## src/kwsc_pkg.sv

```systemverilog
package kwsc_pkg;

  localparam int ALPHA = 26;
  localparam int IDX_W = 5;

  localparam logic [7:0] UPPER_A = 8'd65;
  localparam logic [7:0] LOWER_A = 8'd97;

  localparam logic [1:0] OP_KEY = 2'd0;
  localparam logic [1:0] OP_ENC = 2'd1;
  localparam logic [1:0] OP_DEC = 2'd2;

  typedef logic [IDX_W-1:0] idx_t;

  typedef struct packed {
    logic rd_en;
    idx_t rd_addr;
    logic wr_en;
    idx_t wr_addr;
    idx_t wr_data;
  } tbl_req_t;

endpackage

```

## src/kwsc_ram.sv

```systemverilog
module kwsc_ram #(
  parameter int WIDTH = 5,
  parameter int DEPTH = 26,
  localparam int AW = $clog2(DEPTH)
) (
  input  logic             clk,
  input  logic             wr_en,
  input  logic [AW-1:0]    wr_addr,
  input  logic [WIDTH-1:0] wr_data,
  input  logic             rd_en,
  input  logic [AW-1:0]    rd_addr,
  output logic [WIDTH-1:0] rd_data
);

  logic [WIDTH-1:0] mem_r [DEPTH];
  logic [WIDTH-1:0] rd_data_r;

  always_ff @(posedge clk) begin
    if (wr_en) begin
      mem_r[wr_addr] <= wr_data;
    end
    if (rd_en) begin
      rd_data_r <= mem_r[rd_addr];
    end
  end

  assign rd_data = rd_data_r;

endmodule

```

## src/kwsc_tbl.sv

```systemverilog
module kwsc_tbl (
  input  logic              clk,
  input  logic              rst_n,
  input  kwsc_pkg::tbl_req_t req,
  output kwsc_pkg::idx_t    rd_data
);

  // An entry that has never been written reads as its own index.
  logic [kwsc_pkg::ALPHA-1:0] vld_r;
  logic [kwsc_pkg::ALPHA-1:0] vld_nxt;
  logic                       rd_vld_r;
  kwsc_pkg::idx_t             rd_addr_r;
  kwsc_pkg::idx_t             ram_q;

  kwsc_ram #(
    .WIDTH(kwsc_pkg::IDX_W),
    .DEPTH(kwsc_pkg::ALPHA)
  ) u_ram (
    .clk    (clk),
    .wr_en  (req.wr_en),
    .wr_addr(req.wr_addr),
    .wr_data(req.wr_data),
    .rd_en  (req.rd_en),
    .rd_addr(req.rd_addr),
    .rd_data(ram_q)
  );

  always_comb begin
    vld_nxt = vld_r;
    if (req.wr_en) begin
      vld_nxt[req.wr_addr] = 1'b1;
    end
  end

  always_ff @(posedge clk) begin
    if (!rst_n) begin
      vld_r <= '0;
    end else begin
      vld_r <= vld_nxt;
    end
  end

  always_ff @(posedge clk) begin
    if (req.rd_en) begin
      rd_vld_r  <= vld_r[req.rd_addr];
      rd_addr_r <= req.rd_addr;
    end
  end

  assign rd_data = rd_vld_r ? ram_q : rd_addr_r;

endmodule

```

## src/keyword_substitution_cipher_core.sv

```systemverilog
// Keyword substitution cipher, one byte per transfer.
// Input channel: in_valid/in_ready carry in_op, in_data_byte and in_key_last.
// Key bytes (op 0) build the substitution table and give no result; the key
// byte with in_key_last set completes the table with the unused letters.
// Encrypt (op 1) and decrypt (op 2) bytes each give one out_byte on the
// out_valid/out_ready channel; op 3 is taken and dropped.
// A cipher byte's read is registered in the read stage, its result in the
// output register. Throughput: one cipher byte per cycle unless the output
// stalls or key bytes hold off input. A key byte that places a new letter
// holds off input in ST_WR1 and ST_WR2, since placing is a read of both
// tables followed by two writes to each. A final key byte holds off input
// while ST_FILL scans all 26 letters one per cycle, placing each unused one
// through ST_WR1 and ST_WR2. The tables live in two 26-entry memories with
// valid bits, so reset makes both tables the identity at once and the block
// is ready in the next cycle. When the receiver stalls, the result waits in
// the output register while one more cipher byte may be taken and held in
// the read stage; after that the input is held off until the output drains.
module keyword_substitution_cipher_core (
  input  logic       clk,
  input  logic       rst_n,
  input  logic       in_valid,
  output logic       in_ready,
  input  logic [1:0] in_op,
  input  logic [7:0] in_data_byte,
  input  logic       in_key_last,
  output logic       out_valid,
  input  logic       out_ready,
  output logic [7:0] out_byte
);

  localparam logic [1:0] ST_IDLE = 2'd0;
  localparam logic [1:0] ST_WR1  = 2'd1;
  localparam logic [1:0] ST_WR2  = 2'd2;
  localparam logic [1:0] ST_FILL = 2'd3;

  localparam logic [7:0] UPPER_Z = kwsc_pkg::UPPER_A + 8'(kwsc_pkg::ALPHA - 1);
  localparam logic [7:0] LOWER_Z = kwsc_pkg::LOWER_A + 8'(kwsc_pkg::ALPHA - 1);
  localparam logic [7:0] CASE_OFS = kwsc_pkg::LOWER_A - kwsc_pkg::UPPER_A;
  localparam kwsc_pkg::idx_t ALPHA_N = kwsc_pkg::IDX_W'(kwsc_pkg::ALPHA);

  logic [1:0]                  state_r, state_nxt;
  logic                        pend_r, pend_nxt;
  logic                        pend_dec_r, pend_dec_nxt;
  logic                        pend_hit_r, pend_hit_nxt;
  logic [7:0]                  pend_byte_r, pend_byte_nxt;
  logic                        out_valid_r, out_valid_nxt;
  logic [7:0]                  out_byte_r, out_byte_nxt;
  logic                        kl_r, kl_nxt;
  logic [kwsc_pkg::ALPHA-1:0]  used_r, used_nxt;
  kwsc_pkg::idx_t              fill_r, fill_nxt;
  kwsc_pkg::idx_t              scan_r, scan_nxt;
  kwsc_pkg::idx_t              let_r, let_nxt;
  kwsc_pkg::idx_t              pos_r, pos_nxt;
  logic                        last_r, last_nxt;

  kwsc_pkg::tbl_req_t          sub_req, inv_req;
  kwsc_pkg::idx_t              sub_rd, inv_rd;

  logic                        in_fire, adv;
  logic [7:0]                  kc;
  logic                        k_is_let, d_is_let;
  kwsc_pkg::idx_t              k_idx, d_idx, rd_sel;
  logic [kwsc_pkg::ALPHA-1:0]  used_eff;
  kwsc_pkg::idx_t              fill_eff;

  kwsc_tbl u_sub (
    .clk    (clk),
    .rst_n  (rst_n),
    .req    (sub_req),
    .rd_data(sub_rd)
  );

  kwsc_tbl u_inv (
    .clk    (clk),
    .rst_n  (rst_n),
    .req    (inv_req),
    .rd_data(inv_rd)
  );

  assign adv      = !out_valid_r || out_ready;
  assign in_ready = (state_r == ST_IDLE) && (!pend_r || adv);
  assign in_fire  = in_valid && in_ready;

  assign kc       = (in_data_byte >= kwsc_pkg::LOWER_A && in_data_byte <= LOWER_Z) ?
                    in_data_byte - CASE_OFS : in_data_byte;
  assign k_is_let = (kc >= kwsc_pkg::UPPER_A) && (kc <= UPPER_Z);
  assign k_idx    = kwsc_pkg::IDX_W'(kc - kwsc_pkg::UPPER_A);
  assign d_is_let = (in_data_byte >= kwsc_pkg::UPPER_A) && (in_data_byte <= UPPER_Z);
  assign d_idx    = kwsc_pkg::IDX_W'(in_data_byte - kwsc_pkg::UPPER_A);
  assign used_eff = kl_r ? used_r : '0;
  assign fill_eff = kl_r ? fill_r : '0;
  assign rd_sel   = pend_dec_r ? inv_rd : sub_rd;

  always_comb begin
    state_nxt     = state_r;
    pend_nxt      = pend_r;
    pend_dec_nxt  = pend_dec_r;
    pend_hit_nxt  = pend_hit_r;
    pend_byte_nxt = pend_byte_r;
    out_valid_nxt = out_valid_r;
    out_byte_nxt  = out_byte_r;
    kl_nxt        = kl_r;
    used_nxt      = used_r;
    fill_nxt      = fill_r;
    scan_nxt      = scan_r;
    let_nxt       = let_r;
    pos_nxt       = pos_r;
    last_nxt      = last_r;
    sub_req       = '0;
    inv_req       = '0;

    if (adv) begin
      out_valid_nxt = pend_r;
      if (pend_r) begin
        if (!pend_hit_r) begin
          out_byte_nxt = pend_byte_r;
        end else if (pend_dec_r) begin
          out_byte_nxt = kwsc_pkg::LOWER_A + {3'b000, rd_sel};
        end else begin
          out_byte_nxt = kwsc_pkg::UPPER_A + {3'b000, rd_sel};
        end
      end
      pend_nxt = 1'b0;
    end

    case (state_r)
      ST_IDLE: begin
        if (in_fire) begin
          case (in_op)
            kwsc_pkg::OP_ENC: begin
              sub_req.rd_en   = k_is_let;
              sub_req.rd_addr = k_idx;
              pend_nxt        = 1'b1;
              pend_dec_nxt    = 1'b0;
              pend_hit_nxt    = k_is_let;
              pend_byte_nxt   = in_data_byte;
            end
            kwsc_pkg::OP_DEC: begin
              inv_req.rd_en   = d_is_let;
              inv_req.rd_addr = d_idx;
              pend_nxt        = 1'b1;
              pend_dec_nxt    = 1'b1;
              pend_hit_nxt    = d_is_let;
              pend_byte_nxt   = in_data_byte;
            end
            kwsc_pkg::OP_KEY: begin
              kl_nxt   = 1'b1;
              used_nxt = used_eff;
              fill_nxt = fill_eff;
              last_nxt = in_key_last;
              scan_nxt = '0;
              if (k_is_let && !used_eff[k_idx] && fill_eff < ALPHA_N) begin
                inv_req.rd_en   = 1'b1;
                inv_req.rd_addr = k_idx;
                sub_req.rd_en   = 1'b1;
                sub_req.rd_addr = fill_eff;
                let_nxt         = k_idx;
                pos_nxt         = fill_eff;
                used_nxt        = used_eff | (kwsc_pkg::ALPHA'(1) << k_idx);
                fill_nxt        = fill_eff + 1'b1;
                state_nxt       = ST_WR1;
              end else if (in_key_last) begin
                state_nxt = ST_FILL;
              end
            end
            default: begin
            end
          endcase
        end
      end
      ST_WR1: begin
        sub_req.wr_en   = 1'b1;
        sub_req.wr_addr = inv_rd;
        sub_req.wr_data = sub_rd;
        inv_req.wr_en   = 1'b1;
        inv_req.wr_addr = sub_rd;
        inv_req.wr_data = inv_rd;
        state_nxt       = ST_WR2;
      end
      ST_WR2: begin
        sub_req.wr_en   = 1'b1;
        sub_req.wr_addr = pos_r;
        sub_req.wr_data = let_r;
        inv_req.wr_en   = 1'b1;
        inv_req.wr_addr = let_r;
        inv_req.wr_data = pos_r;
        state_nxt       = last_r ? ST_FILL : ST_IDLE;
      end
      ST_FILL: begin
        if (scan_r >= ALPHA_N) begin
          kl_nxt    = 1'b0;
          last_nxt  = 1'b0;
          state_nxt = ST_IDLE;
        end else begin
          scan_nxt = scan_r + 1'b1;
          if (!used_r[scan_r] && fill_r < ALPHA_N) begin
            inv_req.rd_en   = 1'b1;
            inv_req.rd_addr = scan_r;
            sub_req.rd_en   = 1'b1;
            sub_req.rd_addr = fill_r;
            let_nxt         = scan_r;
            pos_nxt         = fill_r;
            used_nxt        = used_r | (kwsc_pkg::ALPHA'(1) << scan_r);
            fill_nxt        = fill_r + 1'b1;
            state_nxt       = ST_WR1;
          end
        end
      end
      default: begin
        state_nxt = ST_IDLE;
      end
    endcase
  end

  always_ff @(posedge clk) begin
    if (!rst_n) begin
      state_r     <= ST_IDLE;
      pend_r      <= 1'b0;
      out_valid_r <= 1'b0;
      kl_r        <= 1'b0;
      used_r      <= '0;
      fill_r      <= '0;
      last_r      <= 1'b0;
    end else begin
      state_r     <= state_nxt;
      pend_r      <= pend_nxt;
      out_valid_r <= out_valid_nxt;
      kl_r        <= kl_nxt;
      used_r      <= used_nxt;
      fill_r      <= fill_nxt;
      last_r      <= last_nxt;
    end
  end

  always_ff @(posedge clk) begin
    pend_dec_r  <= pend_dec_nxt;
    pend_hit_r  <= pend_hit_nxt;
    pend_byte_r <= pend_byte_nxt;
    out_byte_r  <= out_byte_nxt;
    scan_r      <= scan_nxt;
    let_r       <= let_nxt;
    pos_r       <= pos_nxt;
  end

  assign out_valid = out_valid_r;
  assign out_byte  = out_byte_r;

endmodule

```

## config.mk

```make
export PLATFORM = sky130hd
export DESIGN_NAME = keyword_substitution_cipher_core
export DESIGN_NICKNAME = d
export VERILOG_FILES = /design/src/kwsc_pkg.sv /design/src/kwsc_ram.sv /design/src/kwsc_tbl.sv /design/src/keyword_substitution_cipher_core.sv
export SDC_FILE = /design/constraint.sdc
export NUM_CORES = 1
export LEC_CHECK = 0
export ABC_CLOCK_PERIOD_IN_PS = 4600
export BUFFER_PORTS_ARGS = -buffer_cell sky130_fd_sc_hd__buf_2
export CAP_MARGIN = 10
export CORE_MARGIN = 5
export CORE_UTILIZATION = 57
export DETAILED_ROUTE_END_ITERATION = 8
export GPL_TIMING_DRIVEN = 1
export PLACE_DENSITY = 0.87
export RECOVER_POWER = 25
export SLEW_MARGIN = 40
export SYNTH_ARGS = -nofsm -noshare
export SYNTH_HDL_FRONTEND = slang
export SYNTH_HIERARCHICAL = 1
export SYNTH_SLANG_ARGS = --single-unit
```

## constraint.sdc

```tcl
create_clock -name clk -period 4.6 [get_ports clk]
set_input_delay 0.46 -clock clk [delete_from_list [all_inputs] [get_ports clk]]
set_output_delay 0.46 -clock clk [all_outputs]
set_load 0.05 [all_outputs]
```

==> reports/qor.yml <==
synth_top_area_share_pct: 50.87
dp_hpwl_mm: 29.73
post-route-min-period_ns: 4.281
preCtsSetupSlack_ns: -0.01510
cts_setup_buffers: 0
layout.nets: 1537
h-tree-depth: 2
drv_slew: 37
setup_slack_ns: 0.3187
core-area_um2: 32370
r2r_start: "scan_r[0]"
synth_cells: 1449
violations: "capacitance limit, slew limit"
cp.arrival_ns: 4.57
grt_pass1_wl_mm: 70.92
critPathKind: "flop to flop"
drive_gt1_share_pct: 13.73
slew_headroom_pct: -22.02
ant_nets: 0
diodes: 0
cp_common_cell: "nand3_1"
crit_chain: "mux4_2 -> or2_2 -> a31oi_2 -> nand3_1 -> nor2_1 -> nand2_1 -> o21ai_4 -> buf_8 -> mux4_1 -> mux2_2 -> o211ai_1 -> nand3_1"
area_growth_pct: 11.65
cts_tree: "done"
ys_seq_area_share_pct: 60.45
dr_total_vias: 12660
status: "complete, but fails checks"
cts-resized-gates: 0
clk_latency_ns: 0.54
yosysWarningCount: 6
clock_path_buffers: 3
die-area_um2: 36340
worstHoldPathType: "input port to flop"
fmax_ghz: 0.2336
clockRootBuffer: "clkbuf_16"
hold_depth: 1
pin_count: 25
grt_pass1_vias: 12780
ys_async_sr_fraction_pct: 0
finalInstanceArea_um2: 20760
p_leak_nw: 6.713
netlist.top_cell.by_area: "edfxtp_1"
port_buffers: 24
synth_edf_count: 315
final_hold_viol_count: 0
finClkSkew_ns: 0.01174
cp_slowest_stage_delay_ns: 0.65
drt_first_pass_iters: 6
power.density_nw_per_um2: 464.9
worst_pin_slew_ns: 1.830
grt_max_degree: 77
fp.dieH_um: 190.6
placed_cell_area_um2: 19430
viasPerCell: 6.421
stdcell_count: 1972
synth_nets: 1488
drtIter0Drc: 1564
min_to: "pend_byte_r[5]"
crit_required_ns: 4.88
route.detailed.drc: 0
gp_congestion: 0.9738
rows: 66
reg2reg_slack_ns: 0.32
hold_buffers: 0
reg2reg_to: "u_inv/u_ram/rd_data[4]"
worstPathMaxFanout: 14
reg2reg_depth: 12
ys_ff_latch: 404
worst_setup_path_end_kind: "flop"
startpoint: "scan_r[0]"
peakVddDrop_mv: 0.5007
timing.final.setup_violations: 0
min_from: "in_data_byte[5]"
fp.dieW_um: 190.6
finalCritPeriodShare_pct: 93.07
synthFlopType: "edfxtp_1"
worst_path_max_delay_cell: "edfxtp_1"
syn-mean-instance-area_um2: 12.83
rsz0062_at_grt: "no"
yosysUniqueCellTypes: 77
start_util_pct: 57.44
yosys-top-cells-area: "edfxtp_1 51%, dfxtp_1 9.6%, mux2i_1 6.1%, mux4_2 2.9%, nor2_1 2.8%"
syn_area_um2: 18600
fin_setup_tns_ns: 0
drt_wl_total_mm: 45.04
gr-total-overflow: 0
cap_violations: 1
antenna_found_initial: 0
place_inst: 1897
cts_buffers: 40
clk_pin_slew_ns: 0.06
wl_per_cell_um: 22.84
cp-start-kind: "flop"
cts_sinks: 404
grt_use_total_pct: 24.83
finalPower_mw: 9.652
worst max-delay path, delay by kind of cell (launching register included):
kind | cells | cell delay (ns)
AND/OR/NAND/NOR | 5 | 0.99
AO/OA/AOI/OAI | 3 | 0.67
flip-flops | 1 | 0.65
buffers and inverters | 1 | 0.24
multiplexers | 3 | 1.46
power breakdown:
part	internal (mW)	switching [mW]	leakage, nW
Sequential	4.24	0.228	3.54
Combinational	0.636	1.20	2.50
Clock	1.99	1.35	0.669
worst max path at each step:
| stage | to | slack (ns) |
|---|---|---|
| after CTS | u_inv/u_ram/rd_data[4] | 0.35 |
| after floorplan | u_sub/rd_vld_r | 0.02 |
| after global placement | u_inv/rd_vld_r | 0.13 |
| final | u_inv/u_ram/rd_data[4] | 0.32 |
| after global routing | u_inv/u_ram/rd_data[4] | 0.11 |
| after detailed placement | u_inv/u_ram/rd_data[4] | -0.02 |
cells by family (layout without fill, tap and decap cells):
kind of cell / count (synthesis) / count (layout) / synth area share [%]
xor gates and xnor gates: 10 / 10 / 0.5114
muxes: 182 / 182 / 13.01
adders and majority gates: 24 / 24 / 1.615
DFF: 404 / 404 / 60.45
buffers and inverters: 106 / 187 / 2.638
and+or+nand+nor: 468 / 468 / 12.87
AOI/OAI and AO/OA: 255 / 255 / 8.909
layout by cell type, fill, tap and decap left out, types with 7 or more instances in the layout:
cell type / n
or2_2: 10
a31oi_1: 21
a22oi_1: 23
clkbuf_1: 34
dfxtp_1: 89
a21oi_1: 82
mux4_2: 24
nor3_1: 8
mux2i_1: 113
edfxtp_1: 315
nand3_1: 73
nor3b_1: 11
nand2_1: 95
nor2_2: 9
o21ai_1: 10
clkbuf_16: 42
nand3b_1: 18
o21ai_0: 23
nand4_1: 11
and3_1: 7
or3b_1: 8
ha_1: 24
buf_2: 7
mux2_2: 28
nor2_1: 128
inv_1: 33
o21a_1: 22
buf_4: 45
nor2b_1: 50
mux4_1: 16
o211ai_1: 13
through the flow:
stage / util, % / hold WS (ns)
CTS: 64.21 / 0.09147
floorplan: - / 0.4324
finish: 64.13 / 0.1139
global route: 64.13 / 0.09833
detailed placement: 60.02 / 0.4525
global placement: 60.02 / 0.4458
cells in the mapped netlist (7+ instances only):
library cell  count
nand4_1          11
and2_1            9
clkbuf_1         40
mux4_1           16
buf_2            22
o21ai_0          25
ha_1             24
a22oi_1          23
o21ai_1          10
mux2_2           29
nand3_1          73
o21a_1           22
nand2_1          95
mux4_2           24
mux2i_1         113
edfxtp_1        315
a31oi_1          21
and3_1            7
nor3b_1          11
nor2_1          138
or3b_1            8
inv_1            33
nand3b_1         18
or2_2            10
nor2b_1          50
nor3_1            8
dfxtp_1          89
a21oi_1          82
o211ai_1         13
per-layer routing:
| metal | wire length [um] | vias to the layer above | global-route usage [%] | part of all wire, % |
|---|---|---|---|---|
| li1 | - | 5597 | - | - |
| met1 | 17230 | 6244 | 32.74 | 38 |
| met4 | 1141 | 0 | 7.956 | 2.5 |
| met2 | 22650 | 714 | 42.17 | 50 |
| met5 | 0 | - | 0 | 0 |
| met3 | 4029 | 108 | 4.522 | 8.9 |
sequential cells by signal, summed over array words and instances, names as in the netlist, 8 cells and up:
register	cells
u_inv/u_ram/mem_r	130
u_inv/vld_r	26
u_sub/vld_r	26
used_r	26
out_byte	8
u_sub/u_ram/mem_r	130
pend_byte_r	8
layout make-up:
class | instances | area [um^2]
Sequential cell | 404 | 11240
Multi-Input combinational cell | 939 | 6933
Clock buffer | 59 | 1165
Tap cell | 442 | 553.0
Inverter | 34 | 127.6
Fill cell | 2321 | 11610
Clock inverter | 15 | 191.4
Timing Repair Buffer | 79 | 550.5
Power figures use the tool's default switching activity.
